$ cat src/rtl/core/utf8_to_cp437_transcoder_core_assert.svh
// ----------------------------------------------------------------------------
// utf8 to cp437 transcoder assertion macros
// Concurrent checks that compile away when NO_ASSERTIONS is defined.
// ----------------------------------------------------------------------------
`ifndef UTF8_TO_CP437_TRANSCODER_CORE_ASSERT_SVH
`define UTF8_TO_CP437_TRANSCODER_CORE_ASSERT_SVH

`ifndef NO_ASSERTIONS

// property must hold at every clock edge outside reset
`define UTC_ASSERT(name, clk, rst_n, prop) \
  name: assert property (@(posedge clk) disable iff (!(rst_n)) (prop)) \
    else $error("utc assertion failed");

// expression must never be true outside reset
`define UTC_ASSERT_NEVER(name, clk, rst_n, expr) \
  name: assert property (@(posedge clk) disable iff (!(rst_n)) !(expr)) \
    else $error("utc forbidden condition seen");

`else

`define UTC_ASSERT(name, clk, rst_n, prop)
`define UTC_ASSERT_NEVER(name, clk, rst_n, expr)

`endif

`endif

$ cat src/rtl/core/utc_pkg.sv
// ----------------------------------------------------------------------------
// utc_pkg
// Shared types, constants and decode functions of the utf8 to cp437 transcoder.
// ----------------------------------------------------------------------------
package utc_pkg;

  localparam int unsigned UtcQueueDepth = 4;

  localparam logic [7:0]  QMark      = 8'h3F;
  localparam logic [7:0]  CharS      = 8'h53;
  localparam logic [20:0] CodeMax    = 21'h10FFFF;
  localparam logic [20:0] SurrLo     = 21'h00D800;
  localparam logic [20:0] SurrHi     = 21'h00DFFF;
  localparam logic [20:0] CapSharpS  = 21'h001E9E;

  typedef struct packed {
    logic [7:0] in_byte;
    logic       end_of_text;
  } utc_in_t;

  typedef struct packed {
    logic [7:0] out_byte;
    logic       run_last;
  } utc_out_t;

  // one queue entry: num_q question marks, then tail bytes up to count
  typedef struct packed {
    logic [1:0] num_q;
    logic [7:0] tail;
    logic [2:0] count;
  } utc_cmd_t;

  typedef struct packed {
    logic [1:0] exp_cont;
    logic [1:0] seen_cont;
  } utc_stat_t;

  typedef enum logic [1:0] {
    LeadAscii = 2'd0,
    LeadMulti = 2'd1,
    LeadBad   = 2'd2
  } utc_lead_kind_e;

  typedef struct packed {
    utc_lead_kind_e kind;
    logic [1:0]     cnt;
    logic [4:0]     bits;
  } utc_lead_t;

  typedef struct packed {
    logic [7:0] code;
    logic       dup;
  } utc_map_t;

  function automatic utc_lead_t utc_lead(input logic [7:0] b);
    utc_lead_t r;
    r.kind = LeadBad;
    r.cnt  = 2'd0;
    r.bits = 5'd0;
    unique case (b) inside
      [8'h00:8'h7F]: r.kind = LeadAscii;
      [8'hC2:8'hDF]: begin
        r.kind = LeadMulti;
        r.cnt  = 2'd1;
        r.bits = b[4:0];
      end
      [8'hE0:8'hEF]: begin
        r.kind = LeadMulti;
        r.cnt  = 2'd2;
        r.bits = {1'b0, b[3:0]};
      end
      [8'hF0:8'hF4]: begin
        r.kind = LeadMulti;
        r.cnt  = 2'd3;
        r.bits = {2'b00, b[2:0]};
      end
      default: r.kind = LeadBad;
    endcase
    return r;
  endfunction

  function automatic utc_map_t utc_map(input logic [20:0] cp);
    utc_map_t r;
    r.code = QMark;
    r.dup  = 1'b0;
    if (cp <= 21'h7F) begin
      r.code = cp[7:0];
    end else begin
      unique case (cp)
        21'h0000C4: r.code = 8'h8E;
        21'h0000D6: r.code = 8'h99;
        21'h0000DC: r.code = 8'h9A;
        21'h0000E4: r.code = 8'h84;
        21'h0000F6: r.code = 8'h94;
        21'h0000FC: r.code = 8'h81;
        21'h0000DF: r.code = 8'hE1;
        CapSharpS: begin
          r.code = CharS;
          r.dup  = 1'b1;
        end
        default: r.code = QMark;
      endcase
    end
    return r;
  endfunction

endpackage

$ cat src/rtl/core/utc_front.sv
// ----------------------------------------------------------------------------
// utc_front
// Sequence decoder: tracks the pending utf8 sequence and turns each byte into
// at most one output command for the queue (none when it gives no byte).
// ----------------------------------------------------------------------------
module utc_front import utc_pkg::*; (
  input  logic      clk_i,
  input  logic      rst_ni,
  input  logic      in_valid_i,
  input  utc_in_t   in_item_i,
  output logic      in_stall_o,
  input  logic      q_full_i,
  output logic      q_push_o,
  output utc_cmd_t  q_cmd_o,
  output utc_stat_t stat_o
);

  logic [1:0]  exp_q, exp_d;
  logic [1:0]  seen_q, seen_d;
  logic [20:0] acc_q, acc_d;

  logic        accept;
  logic [7:0]  b;
  logic        eot;
  logic        is_cont;
  logic [1:0]  seen_inc;
  logic [20:0] acc_inc;
  logic [20:0] min_cp;
  logic        reject;
  utc_lead_t   lead;
  utc_map_t    mapped;
  logic [1:0]  num_q;
  logic        tail_v;
  logic [7:0]  tail_b;
  logic        dup;

  assign accept     = in_valid_i && !in_stall_o;
  assign in_stall_o = q_full_i;
  assign b          = in_item_i.in_byte;
  assign eot        = in_item_i.end_of_text;
  assign is_cont    = (b[7:6] == 2'b10);
  assign seen_inc   = seen_q + 2'd1;
  assign acc_inc    = {acc_q[14:0], b[5:0]};
  assign lead       = utc_lead(b);
  assign mapped     = utc_map(acc_inc);

  always_comb begin
    case (exp_q)
      2'd2:    min_cp = 21'h000800;
      2'd3:    min_cp = 21'h010000;
      default: min_cp = 21'h000080;
    endcase
  end

  assign reject = (acc_inc < min_cp) || (acc_inc > CodeMax) ||
                  ((acc_inc >= SurrLo) && (acc_inc <= SurrHi));

  always_comb begin
    exp_d  = exp_q;
    seen_d = seen_q;
    acc_d  = acc_q;
    num_q  = 2'd0;
    tail_v = 1'b0;
    tail_b = QMark;
    dup    = 1'b0;
    if ((exp_q != 2'd0) && is_cont) begin
      if (seen_inc >= exp_q) begin
        // sequence complete
        tail_v = 1'b1;
        if (!reject) begin
          tail_b = mapped.code;
          dup    = mapped.dup;
        end
        exp_d  = 2'd0;
        seen_d = 2'd0;
        acc_d  = '0;
      end else if (eot) begin
        // truncated: lead and every continuation give a question mark
        num_q  = seen_inc;
        tail_v = 1'b1;
        exp_d  = 2'd0;
        seen_d = 2'd0;
        acc_d  = '0;
      end else begin
        seen_d = seen_inc;
        acc_d  = acc_inc;
      end
    end else begin
      // abandon any pending sequence, then decode this byte as a lead
      if (exp_q != 2'd0) begin
        num_q = seen_q + 2'd1;
      end
      exp_d  = 2'd0;
      seen_d = 2'd0;
      acc_d  = '0;
      if ((lead.kind == LeadMulti) && !eot) begin
        exp_d = lead.cnt;
        acc_d = {16'd0, lead.bits};
      end else begin
        tail_v = 1'b1;
        tail_b = (lead.kind == LeadAscii) ? b : QMark;
      end
    end
    if (eot) begin
      exp_d  = 2'd0;
      seen_d = 2'd0;
      acc_d  = '0;
    end
  end

  assign q_cmd_o.num_q = num_q;
  assign q_cmd_o.tail  = tail_b;
  assign q_cmd_o.count = {1'b0, num_q} + {2'b00, tail_v} + {2'b00, dup};
  assign q_push_o      = accept && (q_cmd_o.count != 3'd0);

  assign stat_o.exp_cont  = exp_q;
  assign stat_o.seen_cont = seen_q;

  always_ff @(posedge clk_i or negedge rst_ni) begin
    if (!rst_ni) begin
      exp_q  <= 2'd0;
      seen_q <= 2'd0;
      acc_q  <= '0;
    end else if (accept) begin
      exp_q  <= exp_d;
      seen_q <= seen_d;
      acc_q  <= acc_d;
    end
  end

endmodule

$ cat src/rtl/core/utc_fifo.sv
// ----------------------------------------------------------------------------
// utc_fifo
// Small command queue between the decoder and the byte emitter.
// ----------------------------------------------------------------------------
module utc_fifo import utc_pkg::*; #(
  parameter int unsigned Depth = UtcQueueDepth
) (
  input  logic     clk_i,
  input  logic     rst_ni,
  input  logic     push_i,
  input  utc_cmd_t push_cmd_i,
  input  logic     pop_i,
  output utc_cmd_t head_o,
  output logic     empty_o,
  output logic     full_o
);

  localparam int unsigned PtrW = (Depth > 1) ? $clog2(Depth) : 1;
  localparam int unsigned CntW = $clog2(Depth + 1);

  utc_cmd_t        mem_q [Depth];
  logic [PtrW-1:0] wr_ptr_q, wr_ptr_d;
  logic [PtrW-1:0] rd_ptr_q, rd_ptr_d;
  logic [CntW-1:0] cnt_q, cnt_d;
  logic            do_push;
  logic            do_pop;

  assign empty_o = (cnt_q == CntW'(0));
  assign full_o  = (cnt_q == CntW'(Depth));
  assign do_push = push_i && !full_o;
  assign do_pop  = pop_i && !empty_o;
  assign head_o  = mem_q[rd_ptr_q];

  always_comb begin
    wr_ptr_d = wr_ptr_q;
    rd_ptr_d = rd_ptr_q;
    cnt_d    = cnt_q;
    if (do_push) begin
      wr_ptr_d = (wr_ptr_q == PtrW'(Depth - 1)) ? '0 : wr_ptr_q + PtrW'(1);
    end
    if (do_pop) begin
      rd_ptr_d = (rd_ptr_q == PtrW'(Depth - 1)) ? '0 : rd_ptr_q + PtrW'(1);
    end
    if (do_push && !do_pop) begin
      cnt_d = cnt_q + CntW'(1);
    end else if (do_pop && !do_push) begin
      cnt_d = cnt_q - CntW'(1);
    end
  end

  always_ff @(posedge clk_i or negedge rst_ni) begin
    if (!rst_ni) begin
      wr_ptr_q <= '0;
      rd_ptr_q <= '0;
      cnt_q    <= '0;
    end else begin
      wr_ptr_q <= wr_ptr_d;
      rd_ptr_q <= rd_ptr_d;
      cnt_q    <= cnt_d;
    end
  end

  always_ff @(posedge clk_i) begin
    if (do_push) begin
      mem_q[wr_ptr_q] <= push_cmd_i;
    end
  end

endmodule

$ cat src/rtl/core/utc_back.sv
// ----------------------------------------------------------------------------
// utc_back
// Byte emitter: expands the queue head command into output items, one a cycle
// while the receiver does not stall, through a registered output stage.
// ----------------------------------------------------------------------------
module utc_back import utc_pkg::*; (
  input  logic     clk_i,
  input  logic     rst_ni,
  input  utc_cmd_t head_i,
  input  logic     empty_i,
  output logic     pop_o,
  output logic     out_valid_o,
  output utc_out_t out_item_o,
  input  logic     out_stall_i
);

  logic [1:0] idx_q, idx_d;
  logic       out_valid_q, out_valid_d;
  utc_out_t   out_item_q, out_item_d;
  logic       load;
  logic       last;

  assign load  = !empty_i && (!out_valid_q || !out_stall_i);
  assign last  = ({1'b0, idx_q} == (head_i.count - 3'd1));
  assign pop_o = load && last;

  always_comb begin
    idx_d       = idx_q;
    out_item_d  = out_item_q;
    out_valid_d = out_valid_q && out_stall_i;
    if (load) begin
      out_valid_d         = 1'b1;
      out_item_d.out_byte = (idx_q < head_i.num_q) ? QMark : head_i.tail;
      out_item_d.run_last = last;
      idx_d               = last ? 2'd0 : idx_q + 2'd1;
    end
  end

  always_ff @(posedge clk_i or negedge rst_ni) begin
    if (!rst_ni) begin
      idx_q       <= 2'd0;
      out_valid_q <= 1'b0;
    end else begin
      idx_q       <= idx_d;
      out_valid_q <= out_valid_d;
    end
  end

  always_ff @(posedge clk_i) begin
    out_item_q <= out_item_d;
  end

  assign out_valid_o = out_valid_q;
  assign out_item_o  = out_item_q;

endmodule

$ cat src/rtl/core/utf8_to_cp437_transcoder_core.sv
// ----------------------------------------------------------------------------
// utf8_to_cp437_transcoder_core
// Converts a utf8 byte stream into cp437 bytes.
// ----------------------------------------------------------------------------
// usage:
//   input channel: one utf8 byte per item with an end_of_text flag on the
//   final byte of a text. output channel: cp437 bytes, run_last set on the
//   last byte caused by one input item. both channels use valid and stall.
//   an input item is decoded and written to the command queue at the edge
//   that accepts it; the output register then loads its bytes from the
//   queue head. throughput: one input item per cycle as long as each item
//   gives at most one byte and the receiver does not stall. an item gives
//   0 to 4 bytes; the output register sends one byte a cycle while the
//   receiver does not stall. a command queue of QueueDepth entries absorbs
//   such bursts, and in_stall_o rises only while the queue is full. items
//   that give no byte use no queue slot. when the receiver stalls, the
//   output item holds and the queue fills behind it. reset clears the
//   pending sequence, the queue and the output.
// ----------------------------------------------------------------------------
`include "utf8_to_cp437_transcoder_core_assert.svh"

module utf8_to_cp437_transcoder_core import utc_pkg::*; #(
  parameter int unsigned QueueDepth = UtcQueueDepth
) (
  input  logic     clk_i,
  input  logic     rst_ni,
  input  logic     in_valid_i,
  input  utc_in_t  in_item_i,
  output logic     in_stall_o,
  output logic     out_valid_o,
  output utc_out_t out_item_o,
  input  logic     out_stall_i
);

  logic      q_full;
  logic      q_empty;
  logic      q_push;
  logic      q_pop;
  utc_cmd_t  q_cmd;
  utc_cmd_t  q_head;
  utc_stat_t stat;

  utc_front u_front (
    .clk_i      (clk_i),
    .rst_ni     (rst_ni),
    .in_valid_i (in_valid_i),
    .in_item_i  (in_item_i),
    .in_stall_o (in_stall_o),
    .q_full_i   (q_full),
    .q_push_o   (q_push),
    .q_cmd_o    (q_cmd),
    .stat_o     (stat)
  );

  utc_fifo #(
    .Depth (QueueDepth)
  ) u_fifo (
    .clk_i      (clk_i),
    .rst_ni     (rst_ni),
    .push_i     (q_push),
    .push_cmd_i (q_cmd),
    .pop_i      (q_pop),
    .head_o     (q_head),
    .empty_o    (q_empty),
    .full_o     (q_full)
  );

  utc_back u_back (
    .clk_i       (clk_i),
    .rst_ni      (rst_ni),
    .head_i      (q_head),
    .empty_i     (q_empty),
    .pop_o       (q_pop),
    .out_valid_o (out_valid_o),
    .out_item_o  (out_item_o),
    .out_stall_i (out_stall_i)
  );

  // a pending sequence never has all its continuations already counted
  `UTC_ASSERT(a_seen_below_exp, clk_i, rst_ni, (stat.exp_cont != 2'd0) |-> (stat.seen_cont < stat.exp_cont))
  `UTC_ASSERT_NEVER(a_seen_idle, clk_i, rst_ni, (stat.exp_cont == 2'd0) && (stat.seen_cont != 2'd0))
  // queued work reaches an empty output register in the next cycle
  `UTC_ASSERT(a_drain, clk_i, rst_ni, (!q_empty && !out_valid_o) |=> out_valid_o)
  // the bytes of one item leave without a gap
  `UTC_ASSERT(a_run_gapless, clk_i, rst_ni, (out_valid_o && !out_item_o.run_last) |=> out_valid_o)

endmodule
$ cat config.mk
export PLATFORM = sky130hd
export DESIGN_NAME = utf8_to_cp437_transcoder_core
export DESIGN_NICKNAME = d
export VERILOG_FILES = /design/src/rtl/core/utc_pkg.sv /design/src/rtl/core/utc_front.sv /design/src/rtl/core/utc_fifo.sv /design/src/rtl/core/utc_back.sv /design/src/rtl/core/utf8_to_cp437_transcoder_core.sv
export VERILOG_INCLUDE_DIRS = /design/src /design/src/rtl/core
export SDC_FILE = /design/constraint.sdc
export NUM_CORES = 1
export LEC_CHECK = 0
export BUFFER_PORTS_ARGS = -buffer_cell sky130_fd_sc_hd__buf_2
export CAP_MARGIN = 40
export CORE_MARGIN = 5
export CORE_UTILIZATION = 50
export DETAILED_ROUTE_END_ITERATION = 10
export PLACE_DENSITY = 0.64
export SYNTH_ARGS = -nofsm -noshare
export SYNTH_HDL_FRONTEND = slang
export SYNTH_SLANG_ARGS = --single-unit
$ cat constraint.sdc
create_clock -name clk_i -period 6.61 [get_ports clk_i]
set_input_delay 0.3305 -clock clk_i [delete_from_list [all_inputs] [get_ports clk_i]]
set_output_delay 0.3305 -clock clk_i [all_outputs]
set_load 0.005 [all_outputs]
==> impl_metrics.prom, run 1 <==
# TYPE chip_impl_metric gauge
chip_impl_info{name="outcome",value="finished, final reports clean"} 1
chip_impl_metric{name="final_area",unit="sq um"} 4767
chip_impl_metric{name="register_bit_total_from_synthesis",unit=""} 90
chip_impl_metric{name="grt_first_pass_wirelength",unit="microns"} 13100
chip_impl_metric{name="crit_path_max_fanout",unit=""} 9
chip_impl_metric{name="timing_worst_slew_pin_value",unit="ps"} 866.3
chip_impl_metric{name="route.detailed.drc",unit=""} 0
chip_impl_metric{name="synth_edf_count",unit=""} 61
chip_impl_info{name="worstSetupStartpointType",value="register"} 1
chip_impl_metric{name="die_width",unit="microns"} 103.1
chip_impl_info{name="worstSetupPathType",value="register to register"} 1
chip_impl_info{name="timing.critical_path.to_type",value="register"} 1
chip_impl_info{name="cts_tree",value="done"} 1
chip_impl_info{name="crit_path_cell_trace",value="xnor2_1, inv_1, ha_1, a21oi_2, a21oi_1, or2_2, or2_1, fa_1, inv_1, ha_1, nor2_1, a21oi_1, ha_1, inv_1, fa_1, xor2_1, nor2_1, xor2_1"} 1
chip_impl_metric{name="number_of_antenna_diodes",unit=""} 0
chip_impl_info{name="top_delay_family_on_crit_path",value="adder cells"} 1
chip_impl_metric{name="maximum_achievable_frequency",unit="MHz"} 235.2
chip_impl_metric{name="timing.slew.headroom",unit="%"} 42.25
chip_impl_metric{name="clock-sinks",unit=""} 90
chip_impl_metric{name="netlist.area_leader.share",unit="%"} 42.26
chip_impl_metric{name="synth_cell_type_count",unit=""} 57
chip_impl_metric{name="worstPathRequired",unit="ps"} 6900
chip_impl_metric{name="postSynthCellCount",unit=""} 326
chip_impl_metric{name="first_iter_violations",unit=""} 86
chip_impl_metric{name="synthesis.nets",unit=""} 354
chip_impl_metric{name="wirelength_met1",unit="microns"} 3595
chip_impl_info{name="yosys-top-cells-area",value="sky130_fd_sc_hd__edfxtp_1 (42%), sky130_fd_sc_hd__dfrtp_1 (17%), sky130_fd_sc_hd__mux4_2 (6.8%)"} 1
chip_impl_metric{name="hold_viol_final",unit=""} 0
chip_impl_metric{name="clkTransAtPathRegs",unit="ps"} 100
chip_impl_info{name="most_common_cell_in_the_netlist",value="sky130_fd_sc_hd__edfxtp_1"} 1
chip_impl_metric{name="area_growth_syn_to_layout",unit="%"} 9.988
chip_impl_metric{name="finalNonFillerCells",unit=""} 464
chip_impl_metric{name="avgSynthCellArea",unit="sq um"} 13.29
chip_impl_metric{name="htree_num_levels",unit=""} 3
chip_impl_metric{name="route.met3.wl",unit="microns"} 247
chip_impl_metric{name="cp_num_buf_inv",unit=""} 3
chip_impl_info{name="cts_root_buf",value="sky130_fd_sc_hd__clkbuf_8"} 1
chip_impl_info{name="timing.critical_path.slowest_stage_cell",value="sky130_fd_sc_hd__a21oi_1"} 1
chip_impl_metric{name="slew_violations",unit=""} 0
chip_impl_metric{name="route.antenna.remaining_nets",unit=""} 0
chip_impl_metric{name="power_leakage",unit="nW"} 1.796
chip_impl_metric{name="timing.setup.tns",unit="ps"} 0
chip_impl_metric{name="yosysSeqAreaShare",unit="%"} 59.01
chip_impl_metric{name="cp.arrival",unit="ps"} 4540
chip_impl_metric{name="power_density",unit="nW/um^2"} 353.8
chip_impl_metric{name="die-height",unit="microns"} 103.1
chip_impl_metric{name="maxCapViolations",unit=""} 0
chip_impl_info{name="grt_setup_unrepaired",value="false"} 1
chip_impl_metric{name="placeableCoreArea",unit="sq um"} 8593
chip_impl_metric{name="ctsResizeCount",unit=""} 0
chip_impl_metric{name="worst_skew_pair.late_latency",unit="ps"} 350
chip_impl_metric{name="layout.nets",unit=""} 379
chip_impl_metric{name="drt_wl_total",unit="microns"} 7906
chip_impl_metric{name="timing.final.setup_violations",unit=""} 0
chip_impl_metric{name="yosys_warnings",unit=""} 0
chip_impl_metric{name="design.portCount",unit=""} 24
chip_impl_metric{name="postCtsSetupBuffers",unit=""} 0
chip_impl_metric{name="gr-total-overflow",unit=""} 0
chip_impl_metric{name="wl_met2",unit="microns"} 3934
chip_impl_metric{name="initial_core_utilization",unit="%"} 50.44
chip_impl_metric{name="postSynth.asyncResetShare",unit="%"} 32.22
chip_impl_info{name="most_instantiated_flip_flop_cell_in_the_synthesis_netlist",value="sky130_fd_sc_hd__edfxtp_1"} 1
chip_impl_metric{name="cts_hold_buffers",unit=""} 0
chip_impl_metric{name="critical_path.max_stage_delay",unit="ps"} 440
chip_impl_metric{name="vdd_ir_drop_max",unit="mV"} 0.1301
chip_impl_info{name="yosys-top-cells-count",value="sky130_fd_sc_hd__edfxtp_1 (61), sky130_fd_sc_hd__dfrtp_1 (29), sky130_fd_sc_hd__nor2_1 (23)"} 1
chip_impl_metric{name="die-area",unit="sq um"} 10630
chip_impl_metric{name="post_drt_wl_per_cell",unit="microns"} 17.04
chip_impl_metric{name="drtPass1Iterations",unit=""} 4
chip_impl_metric{name="final.setup_skew",unit="ps"} 10.69
chip_impl_metric{name="antenna_found_initial",unit=""} 0
chip_impl_info{name="timing.hold.worst.class",value="input pin to asynchronous set/reset pin"} 1
chip_impl_metric{name="cts-buffers-inserted",unit=""} 9
chip_impl_metric{name="totalPowerFinal",unit="mW"} 1.687
chip_impl_metric{name="post_dp_cell_area",unit="sq um"} 4571
chip_impl_metric{name="vias",unit=""} 2629
chip_impl_metric{name="first_global_vias",unit=""} 2609
chip_impl_metric{name="viasPerCell",unit=""} 5.666
chip_impl_metric{name="syn-cell-area",unit="sq um"} 4334
chip_impl_metric{name="groute.usage.overall",unit="%"} 16.22
chip_impl_metric{name="count_of_input_and_output_buffers",unit=""} 23
chip_impl_metric{name="fin_crit_sh",unit="%"} 64.32
chip_impl_metric{name="placement_rows",unit=""} 34
chip_impl_metric{name="hpwl",unit="microns"} 5610
chip_impl_info{name="yosys.area.top_type",value="sky130_fd_sc_hd__edfxtp_1"} 1
chip_impl_metric{name="maximum_number_of_pins_on_one_net_before_global_route_repair",unit=""} 30
chip_impl_metric{name="layout_min_cycle_time",unit="ps"} 4252
chip_impl_info{name="route.top_layer_used",value="met4"} 1
chip_impl_metric{name="max-clock-path-buffers",unit=""} 2
chip_impl_metric{name="numPlacedInstances",unit=""} 448
chip_impl_metric{name="final_gp_congestion",unit=""} 0.8506
chip_impl_metric{name="layout-drive-gt1-share",unit="%"} 21.63
[cells in the final DEF, fill, tap and decap left out, types with 9 or more instances in the layout]
cell / count
sky130_fd_sc_hd__buf_2: 23
sky130_fd_sc_hd__clkbuf_8: 9
sky130_fd_sc_hd__a22o_1: 14
sky130_fd_sc_hd__a21oi_1: 11
sky130_fd_sc_hd__inv_1: 15
sky130_fd_sc_hd__nor2_1: 23
sky130_fd_sc_hd__mux4_2: 13
sky130_fd_sc_hd__nand2_1: 19
sky130_fd_sc_hd__o21ai_0: 9
sky130_fd_sc_hd__nor3_1: 11
sky130_fd_sc_hd__ha_1: 13
sky130_fd_sc_hd__dfrtp_1: 29
sky130_fd_sc_hd__edfxtp_1: 61
[routing by layer]
layer,GRT usage [%],vias up
met3,3.451,10
met4,4.980,0
met5,0,-
li1,-,1276
met2,27.04,48
met1,21.39,1295
[sequential cells by signal (all words and copies together), names as in the netlist]
register and cells:
u_back.out_item_o 9, u_front.seen_q 2, u_back.out_valid_o 1, u_fifo.mem_q 52, u_back.idx_q 2, u_fifo.wr_ptr_q 2
u_front.acc_q 15, u_fifo.cnt_q 3, u_front.exp_q 2, u_fifo.rd_ptr_q 2
[cells by family (layout without fill, tap and decap cells)]
logic type	count (synthesis)	after routing	synth area share, %
mux	18	18	8.199
fa+ha+maj	15	15	4.677
simple gates	112	112	14.49
flops	90	90	59.01
xor+xnor	8	8	1.617
compound gates	55	55	9.325
buf+inv	28	58	2.684
[worst register-to-register path, cell delays in order, from the launching register on]
cell	delay, ps
sky130_fd_sc_hd__dfrtp_1	430
sky130_fd_sc_hd__xnor2_1	200
sky130_fd_sc_hd__inv_1	90
sky130_fd_sc_hd__ha_1	290
sky130_fd_sc_hd__a21oi_2	220
sky130_fd_sc_hd__a21oi_1	90
sky130_fd_sc_hd__or2_2	280
sky130_fd_sc_hd__or2_1	250
sky130_fd_sc_hd__fa_1	420
sky130_fd_sc_hd__inv_1	60
sky130_fd_sc_hd__ha_1	210
sky130_fd_sc_hd__nor2_1	60
sky130_fd_sc_hd__a21oi_1	440
sky130_fd_sc_hd__ha_1	280
sky130_fd_sc_hd__inv_1	60
sky130_fd_sc_hd__fa_1	380
sky130_fd_sc_hd__xor2_1	170
sky130_fd_sc_hd__nor2_1	110
sky130_fd_sc_hd__xor2_1	150
[report_power, final]
part	total (mW)	internal [mW]	switching, mW	leakage (nW)
clock network	0.366	0.148	0.218	0.0970
logic	0.499	0.258	0.242	0.766
registers	0.821	0.745	0.0762	0.933
total	1.69	1.15	0.535	1.80
[worst paths after layout]
check / to / slack, ps / from / cells past startpoint
worst max-delay path: u_fifo.cnt_q[2] / 2360 / u_front.seen_q[0] / 18
worst min-delay path: u_back.out_valid_o / 2 / rst_ni / 1
worst max register to register: u_fifo.cnt_q[2] / 2360 / u_front.seen_q[0] / 18
worst min register to register: u_fifo.cnt_q[2] / 500 / u_fifo.cnt_q[2] / 1
max in group asynchronous: u_front.acc_q[11] / 6160 / rst_ni / 1
min in group clk_i: u_back.out_valid_o / 180 / out_stall_i / 3
[metrics by stage]
stage / hold slack [ps] / worst slack, ps / util [%]
after global placement: 402.5 / 2517 / 52.78
final: 1.543 / 2358 / 55.47
after CTS: 17.23 / 2352 / 55.47
after detailed placement: 417.6 / 2375 / 53.19
after floorplan: 34.91 / 2716 / -
after global routing: 48.35 / 1989 / 55.47
[cell type report]
class                           count  area [sq um]
Fill cell                         717          3826
Sequential cell                    90          2557
Multi-Input combinational cell    208          1660
Timing Repair Buffer               26         157.7
Tap cell                          108         135.1
Clock buffer                        9         123.9
Clock inverter                      7         72.57
Inverter                           16         60.06
Power figures use the tool's default switching activity.
==> run 2: changes to the inputs <==
clock period = 4 ns   (was 6.61 ns; I/O delays follow)
==> run 2 against run 1 <==
Global-route usage is 0.80 points higher; largest power group unchanged; maximum frequency up 13%; via count up 1.7%; first-iteration DRC count grew 7.0%; non-clock buffer count grew 6; routed wire length grew 4.0%; sequential share of layout area fell by 0.82 points; clock skew up 2.6 ps; setup slack got worse by 2100 ps; count of clock-buffer cells in the layout did not move.
==> impl_metrics.prom, run 2 (synthesis results as in run 1) <==
# TYPE chip_impl_metric gauge
chip_impl_info{name="outcome",value="finished, final reports clean"} 1
chip_impl_metric{name="cts-buffers-inserted",unit=""} 9
chip_impl_metric{name="drt_wl_total",unit="microns"} 8221
chip_impl_metric{name="count_of_input_and_output_buffers",unit=""} 23
chip_impl_metric{name="worstPathRequired",unit="ps"} 4290
chip_impl_metric{name="hpwl",unit="microns"} 5770
chip_impl_metric{name="layout_min_cycle_time",unit="ps"} 3777
chip_impl_metric{name="finalWorstSetupSlack",unit="ps"} 223.4
chip_impl_metric{name="initial_core_utilization",unit="%"} 50.44
chip_impl_metric{name="slew_violations",unit=""} 0
chip_impl_metric{name="design.portCount",unit=""} 24
chip_impl_info{name="timing.critical_path.to_type",value="register"} 1
chip_impl_info{name="worstSetupPathType",value="register to register"} 1
chip_impl_info{name="cts_tree",value="done"} 1
chip_impl_metric{name="route.antenna.remaining_nets",unit=""} 0
chip_impl_metric{name="layout-drive-gt1-share",unit="%"} 24.31
chip_impl_metric{name="die-area",unit="sq um"} 10630
chip_impl_metric{name="grt_first_pass_wirelength",unit="microns"} 13390
chip_impl_metric{name="final.setup_skew",unit="ps"} 13.26
chip_impl_info{name="registers.top_by_ff_count",value="u_fifo.mem_q"} 1
chip_impl_metric{name="first_global_vias",unit=""} 2652
chip_impl_metric{name="drtPass1Iterations",unit=""} 4
chip_impl_info{name="cts_root_buf",value="sky130_fd_sc_hd__clkbuf_8"} 1
chip_impl_metric{name="clkTransAtPathRegs",unit="ps"} 90
chip_impl_metric{name="post_dp_cell_area",unit="sq um"} 4581
chip_impl_metric{name="cp.arrival",unit="ps"} 4070
chip_impl_metric{name="final_area",unit="sq um"} 4843
chip_impl_metric{name="timing.setup.tns",unit="ps"} 0
chip_impl_metric{name="power_density",unit="nW/um^2"} 582.0
chip_impl_metric{name="max-clock-path-buffers",unit=""} 2
chip_impl_metric{name="timing.slew.headroom",unit="%"} 53.66
chip_impl_metric{name="die_width",unit="microns"} 103.1
chip_impl_metric{name="clock-sinks",unit=""} 90
chip_impl_metric{name="fin_crit_sh",unit="%"} 94.42
chip_impl_metric{name="vias",unit=""} 2673
chip_impl_metric{name="antenna_found_initial",unit=""} 0
chip_impl_metric{name="vdd_ir_drop_max",unit="mV"} 0.2376
chip_impl_metric{name="post_drt_wl_per_cell",unit="microns"} 17.49
chip_impl_metric{name="pre_cts_ws",unit="ps"} 77.69
chip_impl_metric{name="placement_rows",unit=""} 34
chip_impl_metric{name="fillers",unit=""} 721
chip_impl_metric{name="die-height",unit="microns"} 103.1
chip_impl_metric{name="crit_path_max_fanout",unit=""} 5
chip_impl_metric{name="power_leakage",unit="nW"} 1.823
chip_impl_metric{name="gr-total-overflow",unit=""} 0
chip_impl_info{name="final_cell_mix",value="sky130_fd_sc_hd__edfxtp_1 (61), sky130_fd_sc_hd__dfrtp_1 (28), sky130_fd_sc_hd__nor2_1 (23), sky130_fd_sc_hd__buf_2 (23), sky130_fd_sc_hd__nand2_1 (19)"} 1
chip_impl_metric{name="hold_viol_final",unit=""} 0
chip_impl_metric{name="final_gp_congestion",unit=""} 0.8539
chip_impl_info{name="worstSetupStartpointType",value="register"} 1
chip_impl_metric{name="htree_num_levels",unit=""} 3
chip_impl_info{name="most_common_cell_after_layout_fill_and_taps_aside",value="sky130_fd_sc_hd__edfxtp_1"} 1
chip_impl_metric{name="area_growth_syn_to_layout",unit="%"} 11.75
chip_impl_info{name="timing.hold.worst.class",value="input pin to register"} 1
chip_impl_metric{name="layout.nets",unit=""} 385
chip_impl_metric{name="largest_register_ff_count",unit=""} 52
chip_impl_metric{name="first_iter_violations",unit=""} 92
chip_impl_metric{name="maximum_achievable_frequency",unit="MHz"} 264.8
chip_impl_metric{name="worst_skew_pair.late_latency",unit="ps"} 360
chip_impl_metric{name="timing.final.setup_violations",unit=""} 0
chip_impl_metric{name="route.detailed.drc",unit=""} 0
chip_impl_metric{name="placeableCoreArea",unit="sq um"} 8593
chip_impl_metric{name="maximum_number_of_pins_on_one_net_before_global_route_repair",unit=""} 30
chip_impl_metric{name="number_of_antenna_diodes",unit=""} 0
chip_impl_metric{name="viasPerCell",unit=""} 5.687
chip_impl_metric{name="groute.usage.overall",unit="%"} 17.02
chip_impl_metric{name="timing_worst_slew_pin_value",unit="ps"} 695.1
chip_impl_metric{name="maxCapViolations",unit=""} 0
-- run 2: routing by layer --
metal	track usage, %	part of all wire, %
met5	0	0
met3	2.503	3.1
met1	22.44	45
met4	8.068	2.0
met2	27.78	50
-- run 2: area by class of cell --
| cell class | instances | area (sq um) | share of cell area [%] |
|---|---|---|---|
| repair buffers | 32 | 185.2 | 3.823 |
| flip-flops and latches | 90 | 2559 | 52.83 |
| multi-input cells | 208 | 1697 | 35.03 |
| clock buffers | 9 | 123.9 | 2.557 |
| well taps | 108 | 135.1 | 2.790 |
| inverters | 16 | 60.06 | 1.240 |
| clock inverters | 7 | 83.83 | 1.731 |
-- run 2: report_power, final --
group	switching (mW)	internal, mW
clock	0.348	0.301
combinational	0.403	0.416
sequential	0.119	1.23
-- run 2: timing repair --
item | CTS | global route
endpoints found under the hold margin | 29 | 0
hold buffers | 1 | 0
endpoints found under the setup margin | 0 | 54
setup buffers | 0 | 1
gates resized for setup | 0 | 7
-- run 2: critical path: stages, from the launching register on --
cell                      delay [ps]
sky130_fd_sc_hd__dfrtp_2         450
sky130_fd_sc_hd__xnor2_2         150
sky130_fd_sc_hd__inv_1            70
sky130_fd_sc_hd__ha_1            310
sky130_fd_sc_hd__a21oi_4         190
sky130_fd_sc_hd__a21oi_1          80
sky130_fd_sc_hd__or2_2           280
sky130_fd_sc_hd__or2_4           240
sky130_fd_sc_hd__fa_1            410
sky130_fd_sc_hd__inv_1           110
sky130_fd_sc_hd__ha_4            160
sky130_fd_sc_hd__nor2_1           60
sky130_fd_sc_hd__a21oi_2         150
sky130_fd_sc_hd__ha_2            200
sky130_fd_sc_hd__inv_1            50
sky130_fd_sc_hd__fa_1            370
sky130_fd_sc_hd__xor2_1          170
sky130_fd_sc_hd__nor2_1          110
sky130_fd_sc_hd__xor2_1          140
-- run 2: final timing paths --
kind / from / to / slack, ps / cells after the start
max in group asynchronous: rst_ni / u_front.seen_q[0] / 3100 / 2
min: out_stall_i / u_back.out_valid_o / 50 / 3
min reg2reg: u_fifo.cnt_q[2] / u_fifo.cnt_q[2] / 490 / 1
max: u_front.seen_q[0] / u_fifo.cnt_q[2] / 220 / 18
min in group asynchronous: rst_ni / u_fifo.rd_ptr_q[1] / 410 / 2
max reg2reg: u_front.seen_q[0] / u_fifo.cnt_q[2] / 220 / 18
-- run 2: metrics by stage --
stage | cells | hold slack, ps | power, mW | utilization (%)
3_3_place_gp | 451 | 274.7 | 2.170 | 53.22
6_report | 470 | 50.81 | 2.819 | 56.36
2_1_floorplan | 326 | -95.59 | 1.975 | -
5_1_grt | 470 | 55.72 | 3.018 | 56.36
3_5_place_dp | 452 | 288.0 | 2.205 | 53.31
4_1_cts | 469 | 34.81 | 2.848 | 55.84
